## src/cmps_mod_const.sv

```systemverilog
// ----------------------------------------------------------------------------
// Constant modulus unit
// Two-stage remainder of a 32-bit value by (DIV << SHIFT), using a
// reciprocal multiply for the quotient and a subtract for the remainder.
// ----------------------------------------------------------------------------
module cmps_mod_const #(
  parameter int unsigned SHIFT = 4,
  parameter int unsigned DIV   = 15
) (
  input  logic                                 clk,
  input  logic                                 en,
  input  logic [31:0]                          value,
  output logic [$clog2(DIV)+SHIFT-1:0]         residue
);

  localparam int unsigned DW = $clog2(DIV);
  localparam int unsigned NB = 32 - SHIFT;
  localparam int unsigned S  = NB + DW;
  localparam int unsigned MW = NB + 1;
  localparam int unsigned QW = NB - DW + 1;
  localparam longint unsigned MULT_L = ((64'd1 << S) + DIV - 1) / DIV;
  localparam logic [MW-1:0] MULT = MW'(MULT_L);

  logic [NB-1:0]       hi;
  logic [NB+MW-1:0]    prod;
  logic [QW-1:0]       quot;
  logic [DW-1:0]       hi_low;
  logic [SHIFT-1:0]    lo;
  logic [QW+DW-1:0]    qd;
  logic [DW-1:0]       rem;

  assign hi   = value[31:SHIFT];
  assign prod = (NB+MW)'(hi) * (NB+MW)'(MULT);

  // The scaled reciprocal is exact for every value of the upper bits.
  always_ff @(posedge clk) begin
    if (en) begin
      quot   <= QW'(prod >> S);
      hi_low <= hi[DW-1:0];
      lo     <= value[SHIFT-1:0];
    end
  end

  assign qd  = (QW+DW)'(quot) * (QW+DW)'(DIV);
  assign rem = hi_low - qd[DW-1:0];

  always_ff @(posedge clk) begin
    if (en) begin
      residue <= {rem, lo};
    end
  end

endmodule

```

## config.mk

```make
export PLATFORM = sky130hd
export DESIGN_NAME = cmps_mod_const
export DESIGN_NICKNAME = d
export VERILOG_FILES = /design/src/cmps_mod_const.sv
export SDC_FILE = /design/constraint.sdc
export NUM_CORES = 1
export LEC_CHECK = 0
export BUFFER_PORTS_ARGS = -buffer_cell sky130_fd_sc_hd__clkbuf_2
export CAP_MARGIN = 40
export CORE_MARGIN = 1.5
export CORE_UTILIZATION = 35
export CTS_BUF_LIST = sky130_fd_sc_hd__clkbuf_4 sky130_fd_sc_hd__clkbuf_8
export CTS_CLUSTER_SIZE = 8
export DETAILED_ROUTE_END_ITERATION = 7
export HOLD_SLACK_MARGIN = 0.15
export PLACE_DENSITY_LB_ADDON = 0.3
export REMOVE_ABC_BUFFERS = 1
export SLEW_MARGIN = 20
export SYNTH_ARGS = -nofsm -noshare
export SYNTH_HDL_FRONTEND = slang
export SYNTH_SLANG_ARGS = --single-unit
```

## constraint.sdc

```tcl
create_clock -name clk -period 9.4 [get_ports clk]
set_input_delay 1.41 -clock clk [delete_from_list [all_inputs] [get_ports clk]]
set_output_delay 1.41 -clock clk [all_outputs]
set_load 0.02 [all_outputs]
```

======== After elaboration in Yosys (flattened, before gate mapping) ========
Cells that the tools add are included.
storage, ports and cells
  register bits after elaboration ......... 41
  latch bits .............................. 0
  memory bits (writable) .................. 0
  ROM bits ................................ 0
  input port bits ......................... 34
  output and inout bits ................... 8
  memories kept ........................... 0
cells by class
  add/sub/neg operators ................... 1
  $mul .................................... 2
  div/mod/pow operators ................... 0
  $lt $le $gt $ge ......................... 0
  equal/unequal tests ..................... 0
  shift-type cells ........................ 0
  mux-type cells .......................... 0
  bitwise logic cells ..................... 0
  reductions and logical operators ........ 0
operators with widths
  kind                                                 count
  multiplier 28 x 28 -> 56 bit, second input constant  1
  multiplier 25 x 4 -> 4 bit, second input constant    1
  subtractor 4 bit                                     1

======== Depth between registers and ports, before layout ========
Gate-level depths: netlist of run 1.
  depth in word-level cells ............... 2
  gate-level depth with buffers ........... 17

======== Worst setup path after synthesis of run 1 ========
OpenSTA, ideal clock, no wires.
  kind .................................... input -> register
  start point ............................. input port value[6]
  end point ............................... register quot[0] (data pin)
  arrival ................................. 5.657 ns
  setup slack ............................. 3.484 ns
  stages on the path ...................... 15
  buffers on the path ..................... 0
  cells stage by stage .................... ha_1 > fa_1 > inv_1 > fa_1 > fa_1 > fa_1 > fa_1 > inv_1 > ha_1 > and4_1 > and3_1 > o21ai_0 > a31oi_1 > a41oi_1 > xnor2_1
between the ends
  cells in the longest elaborated chain, start to end .. 1
RTL lines
  element                       line  text
  from (decl)                   12    input logic [31:0] value,
  multiplier 28 x 28 -> 56 bit  33    assign prod = (NB+MW)'(hi) * (NB+MW)'(MULT);
  named net prod[32]            25    logic [NB+MW-1:0] prod;
  to (signal assigned)          38    quot <= QW'(prod >> S);
  to (decl)                     26    logic [QW-1:0] quot;
The timed path passes the listed nets, and every way through them passes these cells.
A chain may end at the register's enable or synchronous reset.

======== Final worst setup path of run 1 ========
  start point ............................. input port value[5]
  end point ............................... register quot[0] (data pin)
The elaborated chain is that of the path after synthesis.

==> out/metrics.yaml, run 1 <==
wl_per_cell_um: 15.23
dieHeight_um: 128.2
netlist-cell-type-count: 31
clock-root-buffer: "clkbuf_8"
rsz0062_at_grt: "no"
slew_violations: 0
cp-startpoint: "value[5]"
io_pins: 42
setup-violations-final: 0
r2r_setup_slack_ns: 6.81
grt_pass1_wl_um: 20250
grt_pass1_vias: 4017
status: "complete, no violations"
dp_hpwl_um: 11320
ys_seq_area_frac: 0.1095
maxSlewHeadroom: 0.6463
placed_area_mm2: 0.005953
port_buffers: 41
hold_depth: 0
p_sw_frac: 0.5113
period_needed_ns: 6.117
dr_total_vias: 3665
cp-end-kind: "flop"
die_w_um: 128.2
fillers: 1532
cts_setup_buffers: 0
synth_area_per_cell_um2: 9.899
final_area_mm2: 0.006025
arrival_ns: 6.13
dr.pass1.iters: 4
diodes: 0
die_area_mm2: 0.01643
setup_tns_ns: 0
layout-drive-gt1-share: 0.08347
p_int_uw: 838.2
final_nets: 855
core_area_mm2: 0.01526
cts_buffer_depth: 2
start_util: 0.3594
power.leakage_uw: 0.003269
cp-endpoint: "quot[0]$_DFFE_PP_"
cts_made_buffers: 3
skew_ns: 0.002467
post_cts_resize_count: 0
worstReg2RegStart: "hi_low[2]$_DFFE_PP_"
antenna_found_initial: 0
antenna_left: 0
viasPerCell: 4.525
cp.required_ns: 9.42
power_switching_uw: 876.8
drc_errors: 0
clockPowerShare: 0.051
fmax_mhz: 163.5
combPwrFrac: 0.848
drt_iter0_drc: 162
hp-class: "flop to flop"
cts_tree: "built"
gr-usage-all-layers: 0.1609
area_growth_pct: 9.856
grt_max_degree: 21
yosysWarningCount: 0
most-common-layout-cells: "inv_1, ha_1, fa_1"
worstPathMaxFanout: 5
htree_levels: 1
rr_endpoint: "residue[6]$_DFFE_PP_"
cap_violations: 0
vdd_drop_max_mv: 0.1299
r2r_cells: 9
grt_overflow_total: 0
regArea_um2: 600.6
rows: 45
synth-seq-cells: 20
startpoint_type: "input port"
insertion_delay_ns: 0.26
multi_input_area_mm2: 0.004103
final_common_cell: "inv_1"
finalHoldViolCount: 0
cts_sinks: 20
syn_area_mm2: 0.005484
crit_type: "input port to flop"
gp_congestion: 0.9014
netlist_instances: 554
routed_wl_um: 12340
finalCritPeriodShare: 0.6507
holdBufCountCts: 0
power_frac_seq: 0.101
power-per-cell-area_mw_per_mm2: 284.7
worst_slew_pin_slew_ns: 0.5306
cts.clk_slew.worst_paths_ns: 0.08
metal layers:
layer / track usage / share of wire / vias up
met1: 0.2044 / 0.44 / 1782
met5: 0 / 0 / -
met3: 0.02129 / 0.044 / 12
li1: - / - / 1792
met4: 0.02644 / 0.014 / 0
met2: 0.2954 / 0.50 / 79
kinds of logic after synthesis:
group                      count (synthesis)  share of synthesized area
adders and majority gates                221                     0.6233
buffers and inverters                    208                     0.1424
AOI/OAI and AO/OA                         46                    0.05590
and+or+nand+nor                           35                    0.03057
xor gates and xnor gates                  24                    0.03833
DFF                                       20                     0.1095
power groups by stage:
stage	Clock, uW	Sequential, uW	Combinational [uW]
global route	93.9	177	1690
floorplan	0	188	1080
finish	87.3	174	1450
detailed placement	0	177	1460
CTS	90.7	175	1470
global placement	0	177	1400
state kept, by name (all words and copies together), names as in the netlist:
signal	flops
quot	4
hi_low	4
residue	8
lo	4
stage by stage:
| stage | utilization | setup WS (ns) | std cells | hold WS [ns] | power (uW) |
|---|---|---|---|---|---|
| after detailed placement | 0.3902 | 2.984 | 806 | 0.4045 | 1635 |
| after CTS | 0.3948 | 3.287 | 810 | 0.4244 | 1735 |
| final | 0.3948 | 3.283 | 810 | 0.4226 | 1715 |
| after floorplan | - | 3.484 | 554 | 0.4003 | 1268 |
| after global routing | 0.3948 | 3.045 | 810 | 0.4328 | 1959 |
| after global placement | 0.3902 | 3.131 | 806 | 0.4053 | 1581 |
cell type report:
cell class,instances,share of cell area
multi-input combinational,326,0.6810
inverter,208,0.1296
sequential,20,0.09969
tap,211,0.04382
timing repair buffer,41,0.03406
clock buffer,3,0.006854
clock inverter,1,0.004984
cells in the mapped netlist:
cell type | count | area share
ha_1 | 134 | 0.31
nor2_1 | 8 | 0.0055
nand4_1 | 4 | 0.0046
or2_2 | 1 | 0.0011
and4_1 | 1 | 0.0016
nand2b_1 | 1 | 0.0011
xor2_1 | 3 | 0.0048
xnor2_1 | 21 | 0.034
o21ai_1 | 2 | 0.0018
and3_1 | 1 | 0.0011
a211oi_2 | 1 | 0.0023
edfxtp_1 | 20 | 0.11
a221oi_2 | 1 | 0.0027
a2111oi_2 | 1 | 0.0027
inv_1 | 208 | 0.14
a21o_1 | 3 | 0.0041
a31oi_1 | 3 | 0.0034
o31ai_1 | 1 | 0.0014
a21oi_2 | 1 | 0.0016
o21bai_1 | 1 | 0.0014
nor3_1 | 3 | 0.0027
a211oi_1 | 4 | 0.0055
o21ai_0 | 9 | 0.0082
o311a_1 | 1 | 0.0018
o211ai_1 | 2 | 0.0027
a41oi_1 | 2 | 0.0032
fa_1 | 87 | 0.32
a21oi_1 | 13 | 0.012
nand2_1 | 8 | 0.0055
o22ai_1 | 1 | 0.0011
nand3_1 | 8 | 0.0073
worst min path at each step:
stage,from,to
6_report,lo[2]$_DFFE_PP_,residue[2]$_DFFE_PP_
5_1_grt,lo[3]$_DFFE_PP_,residue[3]$_DFFE_PP_
4_1_cts,lo[2]$_DFFE_PP_,residue[2]$_DFFE_PP_
3_5_place_dp,lo[2]$_DFFE_PP_,residue[2]$_DFFE_PP_
3_3_place_gp,lo[2]$_DFFE_PP_,residue[2]$_DFFE_PP_
2_1_floorplan,lo[0]$_DFFE_PP_,residue[0]$_DFFE_PP_
critical path: stages:
cell,delay (ns)
clkbuf_2,0.13
ha_1,0.34
inv_1,0.14
fa_1,0.49
fa_1,0.52
inv_1,0.07
fa_1,0.54
inv_1,0.06
fa_1,0.50
fa_1,0.54
inv_1,0.04
ha_1,0.34
and4_1,0.25
and3_1,0.26
o21ai_0,0.11
a31oi_1,0.14
a41oi_1,0.07
xnor2_1,0.15
Note: power is estimated with default switching activity, not from simulation.
==> inputs of run 2 (changes only) <==
Clock period 9.4 ns to 5 ns, I/O delays scaled along.
==> run 2 against run 1 <==
  * The flow now finishes with violations (negative setup slack)
  * Count of clock-buffer cells in the layout unchanged
  * Clock power is 20% higher
  * Sequential share of layout area down 1.0 points
  * Core utilization grew 4.5 points
  * Critical path depth fell by 2
  * Worst setup slack worse by 3.3 ns
  * Cell count grew 7.0%
  * Sequential cell count stayed put
  * Design area up 11%
  * Non-clock buffer count is 57 higher
  * Hold slack better by 0.0013 ns
  * Largest power group unchanged
==> out/metrics.yaml, run 2 (synthesis gave the netlist of run 1 again) <==
status: "finished with violations"
grt_pass1_wl_um: 21280
worst_slew_pin_slew_ns: 0.4841
regArea_um2: 600.6
cts_tree: "built"
die_w_um: 128.2
port_buffers: 41
skew_ns: 0.005286
final_common_cell: "inv_1"
grt_overflow_total: 0
startpoint_type: "input port"
rsz0062_at_grt: "yes"
crit_type: "input port to flop"
grt_pass1_vias: 4314
insertion_delay_ns: 0.26
gr-usage-all-layers: 0.1685
worstPathMaxFanout: 6
final_nets: 912
viasPerCell: 4.564
rows: 45
hp-class: "flop to flop"
layout-drive-gt1-share: 0.2226
slew_violations: 0
dp_hpwl_um: 11570
dr.pass1.iters: 4
antenna_left: 0
grt_max_degree: 21
multi_input_area_mm2: 0.004357
wl_per_cell_um: 15.39
largest_register: "residue"
setup_ws_ns: -0.02071
diodes: 0
fmax_mhz: 199.2
cp-end-kind: "flop"
setup-violations-final: 2
most-common-layout-cells: "inv_1, ha_1, fa_1"
maxSlewHeadroom: 0.6773
area_growth_pct: 22.31
core_area_mm2: 0.01526
routed_wl_um: 13340
drt_iter0_drc: 92
htree_levels: 1
clock-root-buffer: "clkbuf_8"
cts_buffer_depth: 2
cp.required_ns: 5.01
start_util: 0.3594
cts_sinks: 20
finalHoldViolCount: 0
period_needed_ns: 5.021
dieHeight_um: 128.2
arrival_ns: 5.03
power-per-cell-area_mw_per_mm2: 607.8
io_pins: 42
fillers: 1466
dr_total_vias: 3957
power.leakage_uw: 0.003539
gp_congestion: 0.8779
cap_violations: 0
holdBufCountCts: 0
cts_made_buffers: 3
antenna_found_initial: 0
dp_slack_ns: -0.6184
holdWs_ns: 0.4240
finalCritPeriodShare: 1.004
drc_errors: 0
violations: "negative setup slack"
cts.clk_slew.worst_paths_ns: 0.07
largest_register_ff_count: 8
vdd_drop_max_mv: 0.3251
die_area_mm2: 0.01643
-- run 2: cell count changes in the layout (fill, tap and decap cells not counted), moves of 3 or more --
| cell | delta |
|---|---|
| buf_4 | +56 |
| buf_6 | +4 |
| clkbuf_2 | -4 |
| fa_1 | -4 |
| fa_2 | +4 |
| ha_1 | -13 |
| ha_4 | +13 |
| inv_1 | -8 |
| inv_2 | +7 |
| nand2_1 | -3 |
| o21ai_0 | -3 |
-- run 2: report_power, final --
group	leakage (uW)	switching, uW	total [uW]	internal, uW
Clock	0.0000231	50.2	105	54.6
Combinational	0.00332	1930	3640	1710
Sequential	0.000196	20.2	327	307
Total	0.00354	2000	4080	2070
-- run 2: what timing repair did --
| item | CTS | global route |
|---|---|---|
| buffers inserted | 2 | 4 |
| gates resized for setup | 24 | 33 |
| pin swaps | 25 | 37 |
| endpoints found under the setup margin | 4 | 4 |
-- run 2: layout make-up --
class,count,area share
clock buffers,3,0.006156
well taps,211,0.03936
flip-flops and latches,20,0.08954
clock inverters,1,0.0005596
inverters,208,0.1168
multi-input cells,326,0.6495
repair buffers,98,0.09812
-- run 2: critical path, cell delays in order --
cell and delay (ns):
clkbuf_2 0.11, ha_4 0.23, fa_2 0.62, inv_2 0.06, fa_1 0.55, fa_1 0.45, fa_1 0.48, fa_1 0.50
inv_2 0.05, ha_4 0.29, and4_4 0.24, buf_6 0.09, nand4_1 0.12, o211ai_1 0.27, nor2_1 0.08, xnor2_1 0.12
-- run 2: final timing paths --
check / to / slack, ns / from / cells past startpoint
max: quot[3]$_DFFE_PP_ / -0.02 / value[6] / 16
min: residue[3]$_DFFE_PP_ / 0.42 / lo[3]$_DFFE_PP_ / 0
max reg2reg: residue[6]$_DFFE_PP_ / 2.46 / hi_low[2]$_DFFE_PP_ / 9
min reg2reg: residue[3]$_DFFE_PP_ / 0.42 / lo[3]$_DFFE_PP_ / 0
-- run 2: metal layers --
layer | global-route usage | up-vias | part of all wire
met4 | 0.05948 | 0 | 0.037
met5 | 0 | - | 0
li1 | - | 1910 | -
met1 | 0.2065 | 1957 | 0.44
met2 | 0.3137 | 63 | 0.51
met3 | 0.008347 | 27 | 0.015
-- run 2: stage by stage --
stage / instances / power [uW] / TNS [ns] / instance area, um^2 / util
3_5_place_dp: 857 / 3316 / -2.403 / 6336 / 0.4153
2_1_floorplan: 554 / 2384 / -0.9341 / 5484 / -
4_1_cts: 863 / 3669 / 0 / 6526 / 0.4277
3_3_place_gp: 857 / 3203 / -2.038 / 6336 / 0.4153
6_report: 867 / 4077 / -0.03139 / 6708 / 0.4396
5_1_grt: 867 / 4496 / -0.4313 / 6708 / 0.4396
